`config.mk`:
```
export PLATFORM = sky130hd
export DESIGN_NAME = otm_judge
export DESIGN_NICKNAME = d
export VERILOG_FILES = /design/src/otm_pkg.sv /design/src/otm_judge.sv
export SDC_FILE = /design/constraint.sdc
export NUM_CORES = 2
export LEC_CHECK = 0
export BUFFER_PORTS_ARGS = -buffer_cell sky130_fd_sc_hd__buf_2
export CORE_MARGIN = 2
export CORE_UTILIZATION = 66
export DETAILED_ROUTE_END_ITERATION = 6
export MAX_ROUTING_LAYER = met4
export PLACE_DENSITY = 0.85
export SYNTH_ARGS = -nofsm -noshare
export SYNTH_HDL_FRONTEND = slang
export SYNTH_SLANG_ARGS = --single-unit
export TNS_END_PERCENT = 100
```
`constraint.sdc`:
```
create_clock -name vclk -period 19.38
set_clock_uncertainty 0.05 [all_clocks]
set_input_delay 0 -clock vclk [all_inputs]
set_output_delay 0 -clock vclk [all_outputs]
set_load 0.005 [all_outputs]
```
`src/otm_pkg.sv`:
```
`timescale 1ns / 1ps

package otm_pkg;

   localparam int PHI_W    = 48;
   localparam int CNT_W    = 16;
   localparam int TOL_W    = 16;
   localparam int RCT_W    = 31;
   localparam int RPC_W    = 32;
   localparam int BCU_W    = 4;
   localparam int CSR_IDX_W = 3;
   localparam int CSR_DAT_W = 48;

   localparam logic [PHI_W-1:0] PHI_MAX = {PHI_W{1'b1}};
   localparam logic [CNT_W-1:0] CNT_MAX = {CNT_W{1'b1}};

   localparam logic [CNT_W-1:0] MAX_ITER_RST      = 16'd50;
   localparam logic [TOL_W-1:0] PHI_REL_TOL_RST   = 16'd655;
   localparam logic [BCU_W-1:0] BEST_USED_RST     = 4'd4;
   localparam logic [CNT_W-1:0] NO_RED_LIMIT_RST  = 16'd3;
   localparam logic [RCT_W-1:0] REL_CHG_TOL_RST   = 31'd655;
   localparam logic [CNT_W-1:0] SMALL_LIMIT_RST   = 16'd3;
   localparam logic             DYN_REGUL_RST     = 1'b0;
   localparam logic [PHI_W-1:0] ACCEPT_LEVEL_RST  = 48'd0;

   typedef enum logic [2:0] {
      REASON_CONTINUE     = 3'd0,
      REASON_ITER_LIMIT   = 3'd1,
      REASON_PHI_ZERO     = 3'd2,
      REASON_NO_REDUCTION = 3'd3,
      REASON_PHI_SPREAD   = 3'd4,
      REASON_SMALL_CHANGE = 3'd5
   } otm_reason_type;

   typedef enum logic [CSR_IDX_W-1:0] {
      CSR_MAX_ITERATIONS     = 3'd0,
      CSR_PHI_REL_TOL        = 3'd1,
      CSR_BEST_COUNT_USED    = 3'd2,
      CSR_NO_REDUCTION_LIMIT = 3'd3,
      CSR_REL_CHANGE_TOL     = 3'd4,
      CSR_SMALL_CHANGE_LIMIT = 3'd5,
      CSR_DYNAMIC_REGUL      = 3'd6,
      CSR_MEAS_ACCEPT_LEVEL  = 3'd7
   } otm_csr_type;

   typedef struct packed {
      logic [CNT_W-1:0] max_iterations;
      logic [TOL_W-1:0] phi_rel_tol;
      logic [BCU_W-1:0] best_count_used;
      logic [CNT_W-1:0] no_reduction_limit;
      logic [RCT_W-1:0] rel_change_tol;
      logic [CNT_W-1:0] small_change_limit;
      logic             dynamic_regul;
      logic [PHI_W-1:0] meas_accept_level;
   } otm_cfg_type;

   // Per-request results of the list/counter stage, consumed by the judge stage.
   typedef struct packed {
      logic [PHI_W-1:0] phi;
      logic [CNT_W-1:0] iteration;
      logic             iter_limit;
      logic             no_red_over;
      logic             small_over;
      logic             list_full;
      logic [PHI_W-1:0] spread;
   } otm_mid_type;

endpackage

```
`src/otm_judge.sv`:
```
`timescale 1ns / 1ps

module otm_judge (
   input  otm_pkg::otm_mid_type         mid,
   input  logic [otm_pkg::TOL_W-1:0]    phi_rel_tol,
   output logic                         terminate,
   output otm_pkg::otm_reason_type      stop_reason
);
   import otm_pkg::*;

   localparam int PROD_W = PHI_W + TOL_W;

   logic [PROD_W-1:0] prod;
   logic [PROD_W-1:0] spread_q;
   logic              spread_ok;

   always_comb begin
      prod      = PROD_W'(mid.phi) * PROD_W'(phi_rel_tol);
      spread_q  = {mid.spread, {TOL_W{1'b0}}};
      spread_ok = mid.list_full && (spread_q <= prod);

      if (mid.iter_limit) begin
         stop_reason = REASON_ITER_LIMIT;
      end else if (mid.phi == '0) begin
         stop_reason = REASON_PHI_ZERO;
      end else if (mid.no_red_over) begin
         stop_reason = REASON_NO_REDUCTION;
      end else if (spread_ok) begin
         stop_reason = REASON_PHI_SPREAD;
      end else if (mid.small_over) begin
         stop_reason = REASON_SMALL_CHANGE;
      end else begin
         stop_reason = REASON_CONTINUE;
      end
      terminate = stop_reason != REASON_CONTINUE;
   end

endmodule

```
==> results by group <==
STA
  – Setup TNS: 0 ns
  – Slew Limit Headroom: 0.215
  – Slew @ Worst Pin: 1.18 ns
  – Final period util: 0.495
  – Minimum clock period: 9.60 ns
  – Fmax: 104 MHz
  – Unrepaired setup endpoints after global routing: false
  – Final Hold Fails: 0
  – Final max-slew violation count: 0
  – Setup violators final: 0
  – Hold slack: 0.225 ns

Floorplan
  – Die width: 199 um
  – Die height: 199 um
  – I/O Pins: ~140
  – Starting density of the core: 0.667
  – Row Count: 71
  – Die area: about 40000 um^2
  – CORE AREA: 37600 um^2

Synth
  – Ranking of synthesized cells by area: fa_1 (51%), inv_1 (10%), ha_1 (9.2%)
  – Mapped Cells: 2947
  – Top-area cell type share of the netlist area: 0.513
  – Yosys warnings: 0
  – Yosys cell types: 66
  – Mapped Area: 25100 um^2
  – Cell taking the most area after synthesis: fa_1
  – Seq/Total Area, Yosys: 0
  – Synth Area per Inst: between 8 and 9 um^2
  – Syn nets: around 3900

Worst setup path
  – Critical path type: in2out
  – CP Launch Type: input port
  – CP peak stage delay: 0.85 ns
  – Arr. time, crit path: 9.55 ns
  – Critical Path RT: roughly 19 ns
  – CP bufs+invs: 7
  – Crit path max-delay family: adder cells
  – Worst Setup SP: phi_rel_tol[3]
  – Cell with the most instances on the worst path: fa_1
  – Slowest cell on crit path: buf_2
  – Setup crit end kind: output pin
  – Crit path max fanout: 48

Drt
  – Drt total wl: 66700 um
  – DRC: 0
  – Number of DRC markers in iteration 0: 1225
  – Post-route antenna net violation count: 0
  – DR pass1 iterations: 5
  – M1 WL: 23500 um
  – Met3 WL: around 5300 um
  – Met2 WL: 34300 um
  – Routed wire per std cell: 19.4 um
  – Via Count: around 20000
  – Top sig layer: met4
  – Vias per Instance: ~6

Cells and area
  – Area delta synth->final: 2.97%
  – Most frequent cells in the layout: inv_1 (687), fa_1 (642), nand2_1 (559), and2_1 (261), ha_1 (184)
  – # nets final: 3889
  – Clock Buffer Count: 0
  – Most common cell after layout, fill and taps aside: inv_1
  – Fillcell total: ~3000
  – Register area: 0 um^2
  – FFs & Latches: 0
  – Share of layout cells above drive strength 1: 0.0509
  – Area of the multi-input gates: 21900 um^2
  – ANT cells: 0

Flow run
  – Max-Cap Viols: 0

Global routing
  – Largest net degree at the start of global routing: 49
  – Grt ovf: 0
  – First-pass GRT wire length: 112000 um
  – GRT Total Usage: 0.371
  – Vias in the first global route: approximately 23000
  – Initial antenna violation count: 1

Placed design
  – PortBufs: 120
  – Post-detail-place hpwl: roughly 53000 um
  – GPL Wtd Cong: roughly 0.9

Hold path
  – Hold Path Origin: mid[51]
  – Worst Hold Path EP: stop_reason[1]
  – Depth of the worst hold-timing path: 3
  – Worst hold path type: in2out

Clock network
  – Gates resized, CTS repair: 0
  – Post-CTS Hold Buffers: 0
  – Post-CTS Setup Bufs: 0

Status
  – Status: complete, no violations
-- worst max path at each step --
| stage | slack [ns] | end | depth (start not counted) |
|---|---|---|---|
| detailed placement | 9.87 | stop_reason[2] | 34 |
| floorplan | 11.55 | stop_reason[2] | 34 |
| global placement | 10.01 | stop_reason[2] | 34 |
| finish | 9.78 | stop_reason[2] | 33 |
| global route | 9.35 | stop_reason[2] | 34 |
| CTS | 9.85 | stop_reason[2] | 34 |
-- synthesized netlist by cell type, drive strengths merged, types with 7 or more instances --
library cell,count
nand4,23
a31oi,8
xnor2,33
nand3,17
inv,687
nor2,45
fa,642
clkbuf,142
nand2,559
o21a,7
nor4,16
and2,261
a21oi,86
o21ai,50
ha,184
o21bai,13
a21o,43
xor2,21
nor3,15
-- final cells by class --
cell class                 count  share of cell area
multi-input combinational   2113               0.849
inverter                     687              0.0999
timing repair buffer         129              0.0259
tap                          511              0.0248
-- cell families (layout without fill, tap and decap cells) --
| group | Yosys count | in the layout | synth area share |
|---|---|---|---|
| and+or+nand+nor | 973 | 973 | 0.182 |
| buffers and inverters | 834 | 816 | 0.125 |
| xor gates and xnor gates | 54 | 54 | 0.0189 |
| AOI/OAI and AO/OA | 259 | 259 | 0.0683 |
| adders and majority gates | 826 | 826 | 0.605 |
| muxes | 1 | 1 | 0.000399 |
-- routing by layer --
metal  vias to the layer above  global-route usage
li1                       8673                   -
met1                     10200               0.429
met5                         -                   -
met4                         0               0.171
met2                      1008               0.647
met3                       290              0.0480
-- metrics by stage --
step                std cells  setup slack [ns]  utilization  area, um^2
floorplan                2947             11.55            -       25100
global placement         3440             10.01        0.687       25800
detailed placement       3440              9.87        0.687       25800
CTS                      3440              9.85        0.687       25800
global route             3440              9.35        0.687       25800
finish                   3440              9.78        0.687       25800
Power is left out: the tool's default activity adds up to more than one toggle a clock period on the data nets, which glitch-free logic cannot reach.
