===== config.mk =====
export PLATFORM = sky130hd
export DESIGN_NAME = otm_front
export DESIGN_NICKNAME = d
export VERILOG_FILES = /design/src/otm_pkg.sv /design/src/otm_front.sv
export SDC_FILE = /design/constraint.sdc
export NUM_CORES = 2
export LEC_CHECK = 0
export BUFFER_PORTS_ARGS = -buffer_cell sky130_fd_sc_hd__buf_2
export CELL_PAD_IN_SITES_DETAIL_PLACEMENT = 1
export CELL_PAD_IN_SITES_GLOBAL_PLACEMENT = 1
export CORE_ASPECT_RATIO = 1.2
export CORE_MARGIN = 10
export CORE_UTILIZATION = 30
export DETAILED_ROUTE_END_ITERATION = 16
export GPL_TIMING_DRIVEN = 0
export PLACE_DENSITY = 0.59
export SLEW_MARGIN = 20
export SYNTH_ARGS = -nofsm -noshare
export SYNTH_HDL_FRONTEND = slang
export SYNTH_SLANG_ARGS = --single-unit

===== constraint.sdc =====
create_clock -name clock -period 34.8 [get_ports clock]
set_input_delay 10.44 -clock clock [delete_from_list [all_inputs] [get_ports clock]]
set_output_delay 10.44 -clock clock [all_outputs]
set_load 0.02 [all_outputs]

===== src/otm_pkg.sv =====
`timescale 1ns / 1ps

package otm_pkg;

   localparam int PHI_W    = 48;
   localparam int CNT_W    = 16;
   localparam int TOL_W    = 16;
   localparam int RCT_W    = 31;
   localparam int RPC_W    = 32;
   localparam int BCU_W    = 4;
   localparam int CSR_IDX_W = 3;
   localparam int CSR_DAT_W = 48;

   localparam logic [PHI_W-1:0] PHI_MAX = {PHI_W{1'b1}};
   localparam logic [CNT_W-1:0] CNT_MAX = {CNT_W{1'b1}};

   localparam logic [CNT_W-1:0] MAX_ITER_RST      = 16'd50;
   localparam logic [TOL_W-1:0] PHI_REL_TOL_RST   = 16'd655;
   localparam logic [BCU_W-1:0] BEST_USED_RST     = 4'd4;
   localparam logic [CNT_W-1:0] NO_RED_LIMIT_RST  = 16'd3;
   localparam logic [RCT_W-1:0] REL_CHG_TOL_RST   = 31'd655;
   localparam logic [CNT_W-1:0] SMALL_LIMIT_RST   = 16'd3;
   localparam logic             DYN_REGUL_RST     = 1'b0;
   localparam logic [PHI_W-1:0] ACCEPT_LEVEL_RST  = 48'd0;

   typedef enum logic [2:0] {
      REASON_CONTINUE     = 3'd0,
      REASON_ITER_LIMIT   = 3'd1,
      REASON_PHI_ZERO     = 3'd2,
      REASON_NO_REDUCTION = 3'd3,
      REASON_PHI_SPREAD   = 3'd4,
      REASON_SMALL_CHANGE = 3'd5
   } otm_reason_type;

   typedef enum logic [CSR_IDX_W-1:0] {
      CSR_MAX_ITERATIONS     = 3'd0,
      CSR_PHI_REL_TOL        = 3'd1,
      CSR_BEST_COUNT_USED    = 3'd2,
      CSR_NO_REDUCTION_LIMIT = 3'd3,
      CSR_REL_CHANGE_TOL     = 3'd4,
      CSR_SMALL_CHANGE_LIMIT = 3'd5,
      CSR_DYNAMIC_REGUL      = 3'd6,
      CSR_MEAS_ACCEPT_LEVEL  = 3'd7
   } otm_csr_type;

   typedef struct packed {
      logic [CNT_W-1:0] max_iterations;
      logic [TOL_W-1:0] phi_rel_tol;
      logic [BCU_W-1:0] best_count_used;
      logic [CNT_W-1:0] no_reduction_limit;
      logic [RCT_W-1:0] rel_change_tol;
      logic [CNT_W-1:0] small_change_limit;
      logic             dynamic_regul;
      logic [PHI_W-1:0] meas_accept_level;
   } otm_cfg_type;

   // Per-request results of the list/counter stage, consumed by the judge stage.
   typedef struct packed {
      logic [PHI_W-1:0] phi;
      logic [CNT_W-1:0] iteration;
      logic             iter_limit;
      logic             no_red_over;
      logic             small_over;
      logic             list_full;
      logic [PHI_W-1:0] spread;
   } otm_mid_type;

endpackage


===== src/otm_front.sv =====
`timescale 1ns / 1ps

module otm_front #(
   parameter int BEST_DEPTH = 8
) (
   input  logic                        clock,
   input  logic                        reset,
   input  logic                        step,
   input  otm_pkg::otm_cfg_type        cfg,
   input  logic [otm_pkg::PHI_W-1:0]   phi_meas,
   input  logic [otm_pkg::PHI_W-1:0]   phi_regul,
   input  logic signed [otm_pkg::RPC_W-1:0] rel_par_change,
   output otm_pkg::otm_mid_type        mid
);
   import otm_pkg::*;

   localparam int FILL_W = $clog2(BEST_DEPTH + 1);
   localparam int IDX_W  = (BEST_DEPTH > 1) ? $clog2(BEST_DEPTH) : 1;

   logic [PHI_W-1:0]  best_ff [BEST_DEPTH];
   logic [PHI_W-1:0]  best_in [BEST_DEPTH];
   logic [FILL_W-1:0] fill_ff, fill_in;
   logic [CNT_W-1:0]  iter_ff, iter_in;
   logic [CNT_W-1:0]  nored_ff, nored_in;
   logic [CNT_W-1:0]  small_ff, small_in;
   logic              accept_ff, accept_in;

   logic [FILL_W-1:0] used;
   logic [FILL_W-1:0] fill_eff;
   logic [FILL_W-1:0] top_idx;
   logic [FILL_W-1:0] new_top_idx;
   logic [FILL_W-1:0] base_len;
   logic [PHI_W:0]    phi_sum;
   logic [PHI_W-1:0]  phi;
   logic [PHI_W-1:0]  top_cur;
   logic [PHI_W-1:0]  prv [BEST_DEPTH];
   logic [BEST_DEPTH-1:0] le;
   logic [BEST_DEPTH-1:0] prv_le;
   logic              reject;
   logic              clear;
   logic              insert;
   logic              write;
   logic [RPC_W-1:0]  rc;
   logic [RPC_W-1:0]  mag;

   always_comb begin
      if (cfg.best_count_used == '0) begin
         used = FILL_W'(1);
      end else if (int'(cfg.best_count_used) > BEST_DEPTH) begin
         used = FILL_W'(BEST_DEPTH);
      end else begin
         used = FILL_W'(cfg.best_count_used);
      end

      iter_in = (iter_ff == CNT_MAX) ? iter_ff : iter_ff + CNT_W'(1);

      phi_sum   = {1'b0, phi_meas} + {1'b0, phi_regul};
      phi       = PHI_MAX;
      reject    = 1'b0;
      clear     = 1'b0;
      accept_in = accept_ff;
      if (!cfg.dynamic_regul) begin
         phi = phi_sum[PHI_W] ? PHI_MAX : phi_sum[PHI_W-1:0];
      end else if (!accept_ff && phi_meas > cfg.meas_accept_level) begin
         phi = phi_meas;
      end else if (!accept_ff) begin
         clear     = 1'b1;
         accept_in = 1'b1;
         phi       = phi_regul;
      end else if (phi_meas < cfg.meas_accept_level) begin
         phi = phi_regul;
      end else begin
         reject = 1'b1;
      end

      fill_eff = clear ? '0 : fill_ff;
      insert   = fill_eff < used;
      top_idx  = fill_eff - FILL_W'(1);
      top_cur  = best_ff[top_idx[IDX_W-1:0]];
      write    = !reject && (insert || phi < top_cur);
      base_len = insert ? fill_eff : top_idx;

      if (reject) begin
         nored_in = nored_ff;
      end else if (fill_eff == '0 || phi <= best_ff[0]) begin
         nored_in = '0;
      end else begin
         nored_in = (nored_ff == CNT_MAX) ? nored_ff : nored_ff + CNT_W'(1);
      end

      // Sorted insert: new value lands after every kept entry that is <= it.
      for (int i = 0; i < BEST_DEPTH; i++) begin
         le[i] = (FILL_W'(i) < base_len) && (best_ff[i] <= phi);
      end
      prv[0]    = phi;
      prv_le[0] = 1'b1;
      for (int i = 1; i < BEST_DEPTH; i++) begin
         prv[i]    = best_ff[i-1];
         prv_le[i] = le[i-1];
      end
      for (int i = 0; i < BEST_DEPTH; i++) begin
         best_in[i] = best_ff[i];
         if (write && FILL_W'(i) <= base_len) begin
            if (le[i]) begin
               best_in[i] = best_ff[i];
            end else if (prv_le[i]) begin
               best_in[i] = phi;
            end else begin
               best_in[i] = prv[i];
            end
         end
      end
      fill_in = (!reject && insert) ? fill_eff + FILL_W'(1) : fill_eff;

      rc  = rel_par_change;
      mag = rc[RPC_W-1] ? (~rc + RPC_W'(1)) : rc;
      if (mag < {1'b0, cfg.rel_change_tol}) begin
         small_in = (small_ff == CNT_MAX) ? small_ff : small_ff + CNT_W'(1);
      end else begin
         small_in = '0;
      end

      new_top_idx     = fill_in - FILL_W'(1);
      mid.phi         = phi;
      mid.iteration   = iter_in;
      mid.iter_limit  = iter_in >= cfg.max_iterations;
      mid.no_red_over = nored_in > cfg.no_reduction_limit;
      mid.small_over  = small_in > cfg.small_change_limit;
      mid.list_full   = fill_in >= used;
      mid.spread      = (fill_in == '0) ? '0
                        : best_in[new_top_idx[IDX_W-1:0]] - best_in[0];
   end

   always_ff @(posedge clock) begin
      if (reset) begin
         fill_ff   <= '0;
         iter_ff   <= '0;
         nored_ff  <= '0;
         small_ff  <= '0;
         accept_ff <= 1'b0;
      end else if (step) begin
         fill_ff   <= fill_in;
         iter_ff   <= iter_in;
         nored_ff  <= nored_in;
         small_ff  <= small_in;
         accept_ff <= accept_in;
      end
   end

   always_ff @(posedge clock) begin
      if (step) begin
         best_ff <= best_in;
      end
   end

endmodule


==> flow_summary.ini <==
[sta]
setup_violations = 0
fin_crit_ns = 34.66
drv_slew = 0
slew_headroom_pct = 13.1
worstMarginPinSlew_ns = 1.30
fmax_ghz = 0.0289
finalHoldViolCount = 0
min_period_over_period_pct = 99.6
finalClockSkew_ns = 0.0259

[floorplanning]
io_pins = 395
start_util_pct = 30.2
row_count = 161
die_w_um = 387
core_area_sq_um = 161000
dieArea_sq_um = 178000
die_h_um = 460

[logic_synthesis]
syn_inst = 5205
ys.flop_type = edfxtp_1
yosysWarnings = 0
synthTopCellsByArea = edfxtp_1 (24%), ha_1 (17%), mux4_2 (8.7%)
yosysTopAreaCell = edfxtp_1
yosysMostFrequentCell = ha_1
syn-num-nets = 6152
ys_seq_elements = 437
synth_area_per_cell_sq_um = 9.31
ys_seq_area_share_pct = 26.0
yosysTopAreaCellShare_pct = 23.8
syn_area_sq_um = 48500
synth_common_cells = ha_1 (666), nand2_1 (497), inv_1 (406)
ys_async_sr_fraction_pct = 0
ys_types = 87
synth_edf_count = 384

[placed_design]
numPortBuffers = 376
placed_area_sq_um = 54300
place_hpwl_mm = 213
routabilityCongestion = 1.01
placed_cells = 7757

[pwr]
power_density_nw_per_um2 = 111
sw_frac_of_total_pct = 55.4
vdd_drop_max_mv = 0.0941
p_seq_share_pct = 17.1
p_int_mw = 2.82
p_leak_nw = 26.4
power_mw = 6.33
pwr-share-clk_pct = 10.0
switching_power_mw = 3.51
pwr-share-comb_pct = 72.9

[cts]
cts_buffers = 53
htreeDepth = 2
hold_buffers = 0
clk_pin_slew_worst_paths_ns = 0.07
clock_latency_ns = 0.67
cts_tree = built
clockBufferDepth = 3
cts-root-buf = clkbuf_16
cts.sink_count = 437

[grt]
track_usage_pct = 29.4
overflow = 0
antenna_found_initial = 20
grt_pass1_wl_mm = 376
grt_max_degree = 91
grt_pass1_vias = 48342

[finish]
n_fill_cell = 18522
nets = 6653
stdcell_count = 7880
drive_gt1_share_pct = 19.2
syn_to_final_growth_pct = 17.3
finish.instance_area_sq_um = 56900

[setup_path]
r2r_cells = 27
timing.rr.start = accept_ff
r2r-end = best_ff[378]
critPathMaxStageDelay_ns = 0.84
cp_data_required_time_ns = 24.36
crit_path_end_kind = output port
arrival_ns = 24.22
worst_path_max_delay_cell = nor3_2
crit_type = input pin to output port
cp_max_fo = 10
r2r_setup_slack_ns = 25.85
start_kind = input pin

[detailed_routing]
drt_wl_total_mm = 272
drc = 0
via_per_inst = 6.06
initialDrtViolationCount = 4857
num_vias = 47759
antenna_left = 0
wl_per_cell_um = 34.5
firstDrtPassIters = 7

[job]
max_cap_violations = 0

[min_path]
hp-start = small_ff[12]
hp-class = flip-flop to flip-flop
min_path_cells = 2
min_to = small_ff[12]

[outcome]
status = finished clean
==> cell usage in the layout (no fill, tap or decap), types with 39 or more instances in the layout <==
master     synthesis  layout
ha_1             666     665
edfxtp_1         384     384
nand2_1          497     496
o21ai_0          386     379
buf_2             32     408
nor2b_1           54      54
o21a_1            62      62
inv_1            406     404
mux4_2           188     188
xnor2_1           95      94
buf_4              1      39
nor2_1           321     318
mux2i_1          398     397
a211oi_1          49      41
clkbuf_1         174      69
clkbuf_2           0      86
a21oi_1          287     278
nor3_1            51      44
xor2_1            71      70
clkbuf_16          0      58
mux2_2            74      74
a21o_1           205     205
nand4_1          125     125
dfxtp_1           53      53
o21ai_1           41      41
nand3_1           88      87
==> critical path: cells and delay by family <==
family          cells  cell delay [ns]
buf+inv             9             2.05
xor+xnor            1             0.32
compound gates     23             6.76
simple gates        7             2.48
mux                 2             0.70
fa+ha+maj           4             1.42
==> metal layers <==
layer / global-route usage, % / share of wire [%] / vias to the layer above / routed length, um
met2: 47.0 / 45 / 2514 / 121000
li1: - / - / 20526 / -
met5: 0 / 0.030 / - / 81
met1: 34.0 / 38 / 23943 / 103000
met3: 7.33 / 8.8 / 764 / 24000
met4: 22.0 / 8.8 / 12 / 23900
==> registers in the layout, summed over array words and instances (netlist names) <==
signal,count
iter_ff,16
accept_ff,1
small_ff,16
nored_ff,16
fill_ff,4
best_ff,384
==> power groups by stage <==
stage | registers [mW] | clock network [mW] | logic [mW]
2_1_floorplan | 0.960 | 0 | 2.66
6_report | 1.08 | 0.631 | 4.62
3_5_place_dp | 1.08 | 0 | 4.46
5_1_grt | 1.10 | 0.648 | 4.90
4_1_cts | 1.07 | 0.632 | 4.52
3_3_place_gp | 1.09 | 0 | 4.32
==> logic make-up after synthesis <==
family | Yosys count | share of synthesized area [%]
fa+ha+maj | 668 | 17.3
buf+inv | 646 | 5.17
xor+xnor | 166 | 3.00
compound gates | 1292 | 16.7
flops | 437 | 26.0
simple gates | 1318 | 12.7
mux | 678 | 19.2
==> per-stage QoR <==
step / setup slack [ns] / hold slack, ns / setup TNS [ns] / utilization (%)
2_1_floorplan: 3.36 / 0.459 / 0 / -
3_3_place_gp: -6.92 / 0.477 / -223.45 / 33.0
3_5_place_dp: -4.28 / 0.490 / -109.12 / 33.8
4_1_cts: 0.00241 / 0.499 / 0 / 35.2
5_1_grt: -0.0680 / 0.527 / -0.102 / 35.4
6_report: 0.142 / 0.492 / 0 / 35.4
==> how the worst max path moves through the flow <==
stage	startpoint	end	cells after the start
2_1_floorplan	cfg[47]	mid[42]	45
6_report	phi_meas[41]	mid[46]	46
4_1_cts	phi_meas[0]	mid[46]	48
5_1_grt	phi_meas[42]	mid[46]	49
3_3_place_gp	phi_meas[47]	mid[47]	45
3_5_place_dp	phi_meas[47]	mid[47]	43
==> what timing repair did <==
action                                  in CTS  in global routing
cloned                                       0                  0
endpoints found under the hold margin        0                  0
buffers inserted                             8                 11
pin swaps                                    4                 11
endpoints found under the setup margin      47                 17
resized for setup                          120                 70
==> layout make-up <==
class	instances	area (sq um)	share of cell area, %
timing repair buffer	452	2980	5.24
antenna	11	27.5	0.0484
multi-input combinational	4122	34000	59.8
sequential	437	12600	22.1
inverter	408	1540	2.71
clock inverter	31	329	0.579
tap	2119	2650	4.66
clock buffer	68	1510	2.65
buffer	232	1230	2.17
No activity file was read; power rests on OpenSTA's default activity.
